## src/tbbss_pkg.sv

```systemverilog
package tbbss_pkg;

	// controller states
	typedef enum logic [2:0] {
		ST_IDLE,
		ST_MAP,
		ST_DRAIN,
		ST_SMOOTH,
		ST_WRITE
	} state_t;

	// configuration register indexes
	typedef enum logic [1:0] {
		CFG_ACCEPT_THRESHOLD = 2'd0,
		CFG_NEW_TARGET_LEVEL = 2'd1,
		CFG_SMOOTH_WEIGHT    = 2'd2
	} cfg_idx_t;

	// box coordinate slots
	typedef enum logic [1:0] {
		BOX_X = 2'd0,
		BOX_Y = 2'd1,
		BOX_W = 2'd2,
		BOX_H = 2'd3
	} box_idx_t;

	typedef struct packed {
		logic     capture;   // take the input word into the frame best
		logic     map_issue; // push one coordinate into the mapping pipe
		box_idx_t map_idx;
		logic     smooth;    // register the low-pass sums
		logic     write;     // commit held state and load the output word
	} cmd_t;

	typedef struct packed {
		logic map_done;   // last coordinate leaves the mapping pipe
		logic slot_free;  // output register can take a word this cycle
	} status_t;

	localparam logic [15:0] ACCEPT_THRESHOLD_RST = 16'd0;
	localparam logic [15:0] NEW_TARGET_LEVEL_RST = 16'd62259;
	localparam logic [8:0]  SMOOTH_WEIGHT_RST    = 9'd218;
	localparam logic [8:0]  WEIGHT_ONE           = 9'd256;

	// floor(2^26 / 50): quotient estimate is exact or one low
	localparam logic [20:0] DIV50_RECIP = 21'd1342177;
	localparam int          DIV50_SHIFT = 26;
	localparam logic [5:0]  FIFTY       = 6'd50;

	localparam logic signed [24:0] BOX_MAX_W = 25'sd8191;
	localparam logic signed [24:0] BOX_MIN_W = -25'sd8192;

	function automatic logic signed [13:0] sat14(input logic signed [24:0] v);
		logic signed [13:0] r;
		if (v > BOX_MAX_W) begin
			r = 14'sd8191;
		end else if (v < BOX_MIN_W) begin
			r = -14'sd8192;
		end else begin
			r = v[13:0];
		end
		return r;
	endfunction

	// division by two, truncated toward zero
	function automatic logic signed [13:0] half14(input logic signed [13:0] v);
		logic signed [14:0] t;
		t = {v[13], v} + {14'd0, v[13]};
		return t[14:1];
	endfunction

endpackage

```

## src/tracker_best_box_select_smooth_core.sv

```systemverilog
// Best-box selector and size smoother for a patch-scoring tracker. Each input
// word is one scored patch; the block keeps the first strict maximum of the
// frame and, on the last patch, emits one output word: found with the tracked
// box in frame pixels, or a loss (all zero, hit count cleared) when the best
// score is under accept_threshold or the word is flagged empty_frame. A patch
// that is not last is only captured. A last patch runs through capture, four
// coordinates issued into a shared three-stage mapping pipe (signed multiply,
// multiply by the reciprocal of 50, remainder correction), a drain, the size
// low-pass products and the commit. An empty-frame word goes from capture
// straight to the commit. The commit cycle waits while the output register still
// holds an untaken word; new input words are not taken until the commit.
module tracker_best_box_select_smooth_core (
	input  logic                clk,
	input  logic                arst_n,
	// configuration write port
	input  logic                cfg_we,
	input  logic [1:0]          cfg_index,
	input  logic [15:0]         cfg_data,
	// input word
	input  logic                in_valid,
	output logic                in_stall,
	input  logic [15:0]         score,
	input  logic signed [7:0]   net_x,
	input  logic signed [7:0]   net_y,
	input  logic signed [7:0]   net_w,
	input  logic signed [7:0]   net_h,
	input  logic [11:0]         crop_x,
	input  logic [11:0]         crop_y,
	input  logic [12:0]         crop_w,
	input  logic [12:0]         crop_h,
	input  logic                last_patch,
	input  logic                empty_frame,
	// output word
	output logic                out_valid,
	input  logic                out_stall,
	output logic                found,
	output logic [15:0]         best_score,
	output logic signed [13:0]  box_x,
	output logic signed [13:0]  box_y,
	output logic signed [13:0]  box_w,
	output logic signed [13:0]  box_h,
	output logic [7:0]          hit_count
);

	tbbss_pkg::cmd_t    cmd;
	tbbss_pkg::status_t status;

	// sequencer: capture, mapping issue, drain, smooth, commit
	tbbss_ctrl u_ctrl (
		.clk         (clk),
		.arst_n      (arst_n),
		.in_valid    (in_valid),
		.last_patch  (last_patch),
		.empty_frame (empty_frame),
		.status      (status),
		.in_stall    (in_stall),
		.cmd         (cmd)
	);

	// frame best, mapping pipe, smoothing and output register
	tbbss_dp u_dp (
		.clk         (clk),
		.arst_n      (arst_n),
		.cmd         (cmd),
		.status      (status),
		.cfg_we      (cfg_we),
		.cfg_index   (cfg_index),
		.cfg_data    (cfg_data),
		.score       (score),
		.net_x       (net_x),
		.net_y       (net_y),
		.net_w       (net_w),
		.net_h       (net_h),
		.crop_x      (crop_x),
		.crop_y      (crop_y),
		.crop_w      (crop_w),
		.crop_h      (crop_h),
		.last_patch  (last_patch),
		.empty_frame (empty_frame),
		.out_valid   (out_valid),
		.out_stall   (out_stall),
		.found       (found),
		.best_score  (best_score),
		.box_x       (box_x),
		.box_y       (box_y),
		.box_w       (box_w),
		.box_h       (box_h),
		.hit_count   (hit_count)
	);

endmodule

```

## src/tbbss_ctrl.sv

```systemverilog
module tbbss_ctrl (
	input  logic                clk,
	input  logic                arst_n,
	input  logic                in_valid,
	input  logic                last_patch,
	input  logic                empty_frame,
	input  tbbss_pkg::status_t  status,
	output logic                in_stall,
	output tbbss_pkg::cmd_t     cmd
);

	tbbss_pkg::state_t state_q, state_d;
	logic [1:0]        cnt_q, cnt_d;

	always_ff @(posedge clk or negedge arst_n) begin
		if (!arst_n) begin
			state_q <= tbbss_pkg::ST_IDLE;
			cnt_q   <= 2'd0;
		end else begin
			state_q <= state_d;
			cnt_q   <= cnt_d;
		end
	end

	always_comb begin
		state_d       = state_q;
		cnt_d         = cnt_q;
		in_stall      = 1'b1;
		cmd           = '0;
		cmd.map_idx   = tbbss_pkg::box_idx_t'(cnt_q);
		unique case (state_q)
			tbbss_pkg::ST_IDLE: begin
				in_stall = 1'b0;
				if (in_valid) begin
					cmd.capture = 1'b1;
					cnt_d       = 2'd0;
					if (empty_frame) begin
						state_d = tbbss_pkg::ST_WRITE;
					end else if (last_patch) begin
						state_d = tbbss_pkg::ST_MAP;
					end
				end
			end
			tbbss_pkg::ST_MAP: begin
				cmd.map_issue = 1'b1;
				cnt_d         = cnt_q + 2'd1;
				if (cnt_q == 2'd3) begin
					state_d = tbbss_pkg::ST_DRAIN;
				end
			end
			tbbss_pkg::ST_DRAIN: begin
				if (status.map_done) begin
					state_d = tbbss_pkg::ST_SMOOTH;
				end
			end
			tbbss_pkg::ST_SMOOTH: begin
				cmd.smooth = 1'b1;
				state_d    = tbbss_pkg::ST_WRITE;
			end
			tbbss_pkg::ST_WRITE: begin
				if (status.slot_free) begin
					cmd.write = 1'b1;
					state_d   = tbbss_pkg::ST_IDLE;
				end
			end
			default: begin
				state_d = tbbss_pkg::ST_IDLE;
			end
		endcase
	end

endmodule

```

## src/tbbss_dp.sv

```systemverilog
module tbbss_dp (
	input  logic                clk,
	input  logic                arst_n,
	input  tbbss_pkg::cmd_t     cmd,
	output tbbss_pkg::status_t  status,
	input  logic                cfg_we,
	input  logic [1:0]          cfg_index,
	input  logic [15:0]         cfg_data,
	input  logic [15:0]         score,
	input  logic signed [7:0]   net_x,
	input  logic signed [7:0]   net_y,
	input  logic signed [7:0]   net_w,
	input  logic signed [7:0]   net_h,
	input  logic [11:0]         crop_x,
	input  logic [11:0]         crop_y,
	input  logic [12:0]         crop_w,
	input  logic [12:0]         crop_h,
	input  logic                last_patch,
	input  logic                empty_frame,
	output logic                out_valid,
	input  logic                out_stall,
	output logic                found,
	output logic [15:0]         best_score,
	output logic signed [13:0]  box_x,
	output logic signed [13:0]  box_y,
	output logic signed [13:0]  box_w,
	output logic signed [13:0]  box_h,
	output logic [7:0]          hit_count
);

	// configuration
	logic [15:0] thresh_q, level_q;
	logic [8:0]  weight_q;

	// frame best
	logic               mid_frame_q, empty_q;
	logic [15:0]        top_score_q;
	logic signed [7:0]  top_net_q [4];
	logic [12:0]        top_crop_q [4];

	// tracked target
	logic               target_held_q;
	logic [7:0]         held_count_q;
	logic signed [13:0] held_q [4];

	// mapping pipe
	logic               vld_s1, vld_s2;
	logic [1:0]         idx_s1, idx_s2;
	logic signed [22:0] n_s1;
	logic [21:0]        mag_s2;
	logic               neg_s2;
	logic [16:0]        q0_s2;
	logic signed [13:0] cur_q [4];

	// smoothing sums
	logic signed [24:0] sum_w_q, sum_h_q;

	logic out_valid_q;
	logic take_best;

	assign take_best = !mid_frame_q || (score > top_score_q);

	assign status.slot_free = !out_valid_q || !out_stall;
	assign status.map_done  = vld_s2 && (idx_s2 == 2'(tbbss_pkg::BOX_H));
	assign out_valid        = out_valid_q;

	// ---- stage 1: numerator = 50*pos + net*size
	logic [11:0]        s1_pos;
	logic [12:0]        s1_size;
	logic signed [7:0]  s1_net;
	logic [17:0]        s1_pos50;
	logic signed [22:0] s1_prod;

	always_comb begin
		s1_net   = top_net_q[cmd.map_idx];
		s1_size  = top_crop_q[{1'b1, cmd.map_idx[0]}];
		s1_pos   = cmd.map_idx[1] ? 12'd0 : top_crop_q[{1'b0, cmd.map_idx[0]}][11:0];
		s1_pos50 = 18'(s1_pos * tbbss_pkg::FIFTY);
		s1_prod  = $signed({{15{s1_net[7]}}, s1_net}) * $signed({10'd0, s1_size});
	end

	// ---- stage 2: magnitude times reciprocal of 50
	logic [21:0] s2_mag;
	logic [42:0] s2_prod;

	always_comb begin
		s2_mag  = n_s1[22] ? 22'(-n_s1) : n_s1[21:0];
		s2_prod = {21'd0, s2_mag} * {22'd0, tbbss_pkg::DIV50_RECIP};
	end

	// ---- stage 3: one-step correction, sign, saturate
	logic [22:0]        s3_rem;
	logic [16:0]        s3_q;
	logic signed [24:0] s3_val;

	always_comb begin
		s3_rem = {1'b0, mag_s2} - 23'(q0_s2 * tbbss_pkg::FIFTY);
		s3_q   = (s3_rem >= 23'(tbbss_pkg::FIFTY)) ? q0_s2 + 17'd1 : q0_s2;
		s3_val = neg_s2 ? -$signed({8'd0, s3_q}) : $signed({8'd0, s3_q});
	end

	// ---- smoothing sums
	logic [8:0]         sm_k, sm_kc;
	logic signed [24:0] sm_w, sm_h;

	always_comb begin
		sm_k  = (weight_q > tbbss_pkg::WEIGHT_ONE) ? tbbss_pkg::WEIGHT_ONE : weight_q;
		sm_kc = tbbss_pkg::WEIGHT_ONE - sm_k;
		sm_w  = $signed({{11{held_q[2][13]}}, held_q[2]}) * $signed({16'd0, sm_k})
		      + $signed({{11{cur_q[2][13]}}, cur_q[2]}) * $signed({16'd0, sm_kc});
		sm_h  = $signed({{11{held_q[3][13]}}, held_q[3]}) * $signed({16'd0, sm_k})
		      + $signed({{11{cur_q[3][13]}}, cur_q[3]}) * $signed({16'd0, sm_kc});
	end

	// ---- final: size filter, center keep, decision
	logic signed [24:0] fin_w_full, fin_h_full, fin_cx, fin_cy;
	logic signed [13:0] fin_nw, fin_nh, fin_bx, fin_by;
	logic               fin_lose, fin_new;

	always_comb begin
		fin_w_full = (sum_w_q + (sum_w_q[24] ? 25'sd255 : 25'sd0)) >>> 8;
		fin_h_full = (sum_h_q + (sum_h_q[24] ? 25'sd255 : 25'sd0)) >>> 8;
		fin_nw     = tbbss_pkg::sat14(fin_w_full);
		fin_nh     = tbbss_pkg::sat14(fin_h_full);
		fin_cx     = 25'(cur_q[0]) + 25'(tbbss_pkg::half14(cur_q[2]));
		fin_cy     = 25'(cur_q[1]) + 25'(tbbss_pkg::half14(cur_q[3]));
		fin_bx     = tbbss_pkg::sat14(fin_cx - 25'(tbbss_pkg::half14(fin_nw)));
		fin_by     = tbbss_pkg::sat14(fin_cy - 25'(tbbss_pkg::half14(fin_nh)));
		fin_lose   = empty_q || (top_score_q < thresh_q);
		fin_new    = !target_held_q || (top_score_q > level_q);
	end

	// control state
	always_ff @(posedge clk or negedge arst_n) begin
		if (!arst_n) begin
			thresh_q      <= tbbss_pkg::ACCEPT_THRESHOLD_RST;
			level_q       <= tbbss_pkg::NEW_TARGET_LEVEL_RST;
			weight_q      <= tbbss_pkg::SMOOTH_WEIGHT_RST;
			mid_frame_q   <= 1'b0;
			empty_q       <= 1'b0;
			top_score_q   <= 16'd0;
			target_held_q <= 1'b0;
			held_count_q  <= 8'd0;
			vld_s1        <= 1'b0;
			vld_s2        <= 1'b0;
			out_valid_q   <= 1'b0;
		end else begin
			if (cfg_we) begin
				unique case (cfg_index)
					2'(tbbss_pkg::CFG_ACCEPT_THRESHOLD): thresh_q <= cfg_data;
					2'(tbbss_pkg::CFG_NEW_TARGET_LEVEL): level_q  <= cfg_data;
					2'(tbbss_pkg::CFG_SMOOTH_WEIGHT):    weight_q <= cfg_data[8:0];
					default: ;
				endcase
			end
			if (cmd.capture) begin
				empty_q <= empty_frame;
				if (empty_frame) begin
					mid_frame_q <= 1'b0;
				end else begin
					mid_frame_q <= !last_patch;
					if (take_best) begin
						top_score_q <= score;
					end
				end
			end
			vld_s1 <= cmd.map_issue;
			vld_s2 <= vld_s1;
			if (cmd.write) begin
				if (fin_lose) begin
					target_held_q <= 1'b0;
					held_count_q  <= 8'd0;
				end else if (fin_new) begin
					target_held_q <= 1'b1;
					if (held_count_q != 8'hFF) begin
						held_count_q <= held_count_q + 8'd1;
					end
				end
			end
			out_valid_q <= cmd.write || (out_valid_q && out_stall);
		end
	end

	// payload
	always_ff @(posedge clk) begin
		if (cmd.capture && !empty_frame && take_best) begin
			top_net_q[0]  <= net_x;
			top_net_q[1]  <= net_y;
			top_net_q[2]  <= net_w;
			top_net_q[3]  <= net_h;
			top_crop_q[0] <= {1'b0, crop_x};
			top_crop_q[1] <= {1'b0, crop_y};
			top_crop_q[2] <= crop_w;
			top_crop_q[3] <= crop_h;
		end
		if (cmd.map_issue) begin
			n_s1   <= $signed({5'd0, s1_pos50}) + s1_prod;
			idx_s1 <= cmd.map_idx;
		end
		if (vld_s1) begin
			mag_s2 <= s2_mag;
			neg_s2 <= n_s1[22];
			q0_s2  <= s2_prod[tbbss_pkg::DIV50_SHIFT +: 17];
			idx_s2 <= idx_s1;
		end
		if (vld_s2) begin
			cur_q[idx_s2] <= tbbss_pkg::sat14(s3_val);
		end
		if (cmd.smooth) begin
			sum_w_q <= sm_w;
			sum_h_q <= sm_h;
		end
		if (cmd.write) begin
			if (fin_lose) begin
				found      <= 1'b0;
				best_score <= 16'd0;
				box_x      <= 14'sd0;
				box_y      <= 14'sd0;
				box_w      <= 14'sd0;
				box_h      <= 14'sd0;
				hit_count  <= 8'd0;
			end else begin
				found      <= 1'b1;
				best_score <= top_score_q;
				if (fin_new) begin
					held_q[0] <= cur_q[0];
					held_q[1] <= cur_q[1];
					held_q[2] <= cur_q[2];
					held_q[3] <= cur_q[3];
					box_x     <= cur_q[0];
					box_y     <= cur_q[1];
					box_w     <= cur_q[2];
					box_h     <= cur_q[3];
					hit_count <= (held_count_q == 8'hFF) ? held_count_q
					                                    : held_count_q + 8'd1;
				end else begin
					held_q[0] <= fin_bx;
					held_q[1] <= fin_by;
					held_q[2] <= fin_nw;
					held_q[3] <= fin_nh;
					box_x     <= fin_bx;
					box_y     <= fin_by;
					box_w     <= fin_nw;
					box_h     <= fin_nh;
					hit_count <= held_count_q;
				end
			end
		end
	end

endmodule
```

## config.mk

```make
export PLATFORM = sky130hd
export DESIGN_NAME = tracker_best_box_select_smooth_core
export DESIGN_NICKNAME = d
export VERILOG_FILES = /design/src/tbbss_pkg.sv /design/src/tracker_best_box_select_smooth_core.sv /design/src/tbbss_ctrl.sv /design/src/tbbss_dp.sv
export SDC_FILE = /design/constraint.sdc
export NUM_CORES = 2
export LEC_CHECK = 0
export BUFFER_PORTS_ARGS = -buffer_cell sky130_fd_sc_hd__buf_2
export CORE_MARGIN = 8
export CORE_UTILIZATION = 50
export DETAILED_ROUTE_END_ITERATION = 8
export PLACE_DENSITY_LB_ADDON = 0.2
export SYNTH_ARGS = -nofsm -noshare
export SYNTH_HDL_FRONTEND = slang
export SYNTH_SLANG_ARGS = --single-unit
export TNS_END_PERCENT = 5
```

## constraint.sdc

```tcl
create_clock -name clk -period 11.7 [get_ports clk]
set_input_delay 2.34 -clock clk [delete_from_list [all_inputs] [get_ports clk]]
set_output_delay 2.34 -clock clk [all_outputs]
set_load 0.005 [all_outputs]
```

==> flow_metrics.py <==
metrics = {
    "run_status": {
        "status": "finished clean",
    },
    "synthesis": {
        "syn_nets": 7780,
        "synth_edf_count": 363,
        "synth_top_area_share_pct": 24.0,
        "syn_inst": 6160,
        "syn_area_per_cell_sq_um": 9.64,
        "syn-cell-area_sq_um": 59400,
        "synth_cell_types": 92,
        "ys_ff_latch": 439,
        "synthFlopType": "edfxtp_1",
        "yosys.area.top_type": "fa_1",
        "ys_warn_count": 0,
        "synthTopCellsByArea": "fa_1, edfxtp_1, ha_1",
        "synth-seq-area-share_pct": 21.6,
        "async_flop_share_pct": 17.3,
    },
    "cts": {
        "cts_hold_buf": 0,
        "cts_tree": "yes",
        "cts_buffers": 53,
        "clk_pin_slew_ns": 0.06,
        "clockBufferDepth": 3,
        "htree_levels": 2,
        "worstSkewPairLatency_ns": 0.68,
        "post_cts_resized": 0,
        "cts.sinks": 439,
        "postCtsSetupRepairBufs": 0,
        "cts_root_buf": "clkbuf_16",
    },
    "min_path": {
        "min_from": "u_dp.idx_s1[0]",
        "hp-class": "reg -> reg",
    },
    "route": {
        "routed.top_layer": "met4",
        "detail-route-antenna-nets": 0,
        "routed_wl_mm": 145,
        "vias": 42600,
        "drc_errors": 0,
        "drt_iter0_markers": 2668,
        "drt-met1-wl_mm": 64.8,
        "viasPerCell": 5.40,
        "drtPass1Iterations": 7,
        "wl_met2_mm": 69.1,
        "wl_per_cell_microns": 18.4,
        "wl_met3_mm": 8.04,
    },
    "timing": {
        "skew_ns": 0.0450,
        "slew_viol_final": 0,
        "holdWs_ns": 0.444,
        "max_freq_ghz": 0.104,
        "rsz0062_at_grt": "false",
        "setup_viol": 0,
        "worstMarginPinSlew_ns": 1.18,
        "hold_viol": 0,
        "slew_headroom_pct": 19.2,
        "fin_tns_setup_ns": 0,
        "fin_crit_ns": 9.61,
        "min_period_over_period_pct": 82.1,
    },
    "place": {
        "dp.cells": 7794,
        "port_buffers": 205,
        "dp_hpwl_mm": 118,
        "gp_congestion": 0.925,
    },
    "final_layout": {
        "antenna_cells": 0,
        "multi_input_area_sq_um": 41600,
        "drive_gt1_share_pct": 8.12,
        "regArea_sq_um": 12800,
        "area_growth_pct": 7.82,
        "final_nets": 7933,
        "nFillCells": 10600,
        "instances_no_fill": 7891,
    },
    "critical_path": {
        "r2r-start": "u_dp.weight_q[8]",
        "end_kind": "register",
        "crit_fanout": 58,
        "worstPathArrival_ns": 10.07,
        "crit_slowest_cell": "ha_1",
        "worstPathRequired_ns": 12.16,
        "max_stage_delay_ns": 0.99,
        "path_class": "reg -> reg",
        "critPathLaunchType": "register",
        "startpoint": "u_dp.weight_q[8]",
    },
    "die": {
        "rows": 126,
        "core_sq_um": 118000,
        "start_util_pct": 50.4,
        "die_w_microns": 361,
        "die-area_sq_um": 130000,
        "die_h_microns": 361,
        "io_pins": 206,
    },
    "global_routing": {
        "grt_pass1_wl_mm": 236,
        "grt_antenna_before_repair": 5,
        "track_usage_pct": 22.4,
        "grt_max_degree": 83,
        "grt_pass1_vias": 44200,
        "overflow": 0,
    },
    "job": {
        "cap_viol_max_count": 0,
    },
}
## cell type report
type,count,share of cell area (%)
Multi-Input combinational cell,4360,64.9
Inverter,1193,7.00
Clock buffer,65,2.17
Tap cell,1536,3.00
Clock inverter,32,0.572
Sequential cell,439,20.0
Timing Repair Buffer,266,2.32
## routing by layer
layer	vias up	global-route usage, %
li1	20400	-
met2	1016	37.7
met1	21000	30.4
met5	-	0
met3	205	3.49
met4	0	5.30
## cells by family (layout without fill, tap and decap cells)
kind of cell             count (synthesis)  after routing  synth area share (%)
buffers and inverters                 1361           1556                  8.65
XOR/XNOR                               327            327                  4.82
AO/OA/AOI/OAI                          849            849                  9.32
flip-flops                             439            439                  21.6
multiplexers                           104            104                  1.93
adder cells (fa/ha/maj)               1497           1497                  40.5
AND/OR/NAND/NOR                       1583           1583                  13.1
## flip-flops by register name, summed over array words and instances, names as in the netlist, 21 cells and up
register and flops:
u_dp.cur_q 56, u_dp.top_crop_q 50, u_dp.top_net_q 32, u_dp.held_q 28, u_dp.sum_h_q 25, u_dp.sum_w_q 25, u_dp.n_s1 23, u_dp.mag_s2 21
## synth_stat cells (7+ instances only)
| library cell | n |
|---|---|
| nand2b_1 | 58 |
| a31oi_1 | 31 |
| inv_1 | 1193 |
| nor4_1 | 19 |
| nor2b_1 | 75 |
| a211oi_1 | 47 |
| nand2_1 | 451 |
| a21oi_1 | 215 |
| xor2_1 | 97 |
| or3_1 | 34 |
| clkbuf_1 | 133 |
| edfxtp_1 | 363 |
| mux2_2 | 56 |
| nand3_1 | 77 |
| buf_1 | 26 |
| a2111oi_0 | 9 |
| a211o_1 | 11 |
| and2_1 | 281 |
| dfrtp_1 | 61 |
| or2_2 | 37 |
| o21ai_0 | 213 |
| nor3b_1 | 14 |
| o41ai_1 | 12 |
| o31ai_1 | 14 |
| a22o_1 | 7 |
| fa_1 | 713 |
| ha_1 | 784 |
| nand3b_1 | 9 |
| xnor2_1 | 230 |
| dfstp_2 | 15 |
| a21boi_0 | 32 |
| buf_2 | 7 |
| a31o_2 | 8 |
| nor2_1 | 366 |
| and3_1 | 38 |
| nor3_1 | 67 |
| o21a_1 | 38 |
| mux2i_1 | 45 |
| o21bai_1 | 24 |
| a21o_1 | 70 |
| nand4_1 | 27 |
| o211ai_1 | 27 |
| o31a_1 | 16 |
## final timing paths
check / to / slack (ns) / depth (start not counted)
min in group asynchronous: u_dp.thresh_q[0] / 1.80 / 1
max reg2reg: u_dp.sum_h_q[24] / 2.09 / 33
max in group asynchronous: u_dp.vld_s1 / 9.13 / 1
min: u_dp.idx_s2[0] / 0.44 / 0
max: u_dp.sum_h_q[24] / 2.09 / 33
min reg2reg: u_dp.idx_s2[0] / 0.44 / 0
## placed cells by master, fill, tap and decap left out, types with 38 or more instances in the layout
cell type  instances
xor2_1            96
fa_1             713
mux2i_1           45
nand2_1          451
a21oi_1          214
a211oi_1          45
dfrtp_1           59
a21o_1            70
nor3_1            67
and3_1            38
clkbuf_16         53
and2_1           281
nand2b_1          58
edfxtp_1         363
ha_1             784
buf_4             62
nor2b_1           67
buf_2            204
inv_1           1191
o21ai_0          212
xnor2_1          227
nand3_1           77
nor2_1           365
mux2_2            56
## per-stage QoR
step                utilization, %  worst slack, ns  area [sq um]
CTS                           54.3             2.13         64000
detailed placement            52.8             2.20         62300
finish                        54.3             2.09         64000
global placement              52.8             2.38         62300
global route                  54.3             1.14         64000
floorplan                        -             3.16         59400
## worst max-delay path: cells and delay by family (launching register included)
kind | cells | cell delay, ns
AO/OA/AOI/OAI | 12 | 3.05
flip-flops | 1 | 0.35
AND/OR/NAND/NOR | 6 | 1.11
buffers and inverters | 7 | 1.09
adder cells (fa/ha/maj) | 8 | 3.74
Power is left out: the tool's default activity adds up to more than one toggle a clock period on the data nets, which glitch-free logic cannot reach.
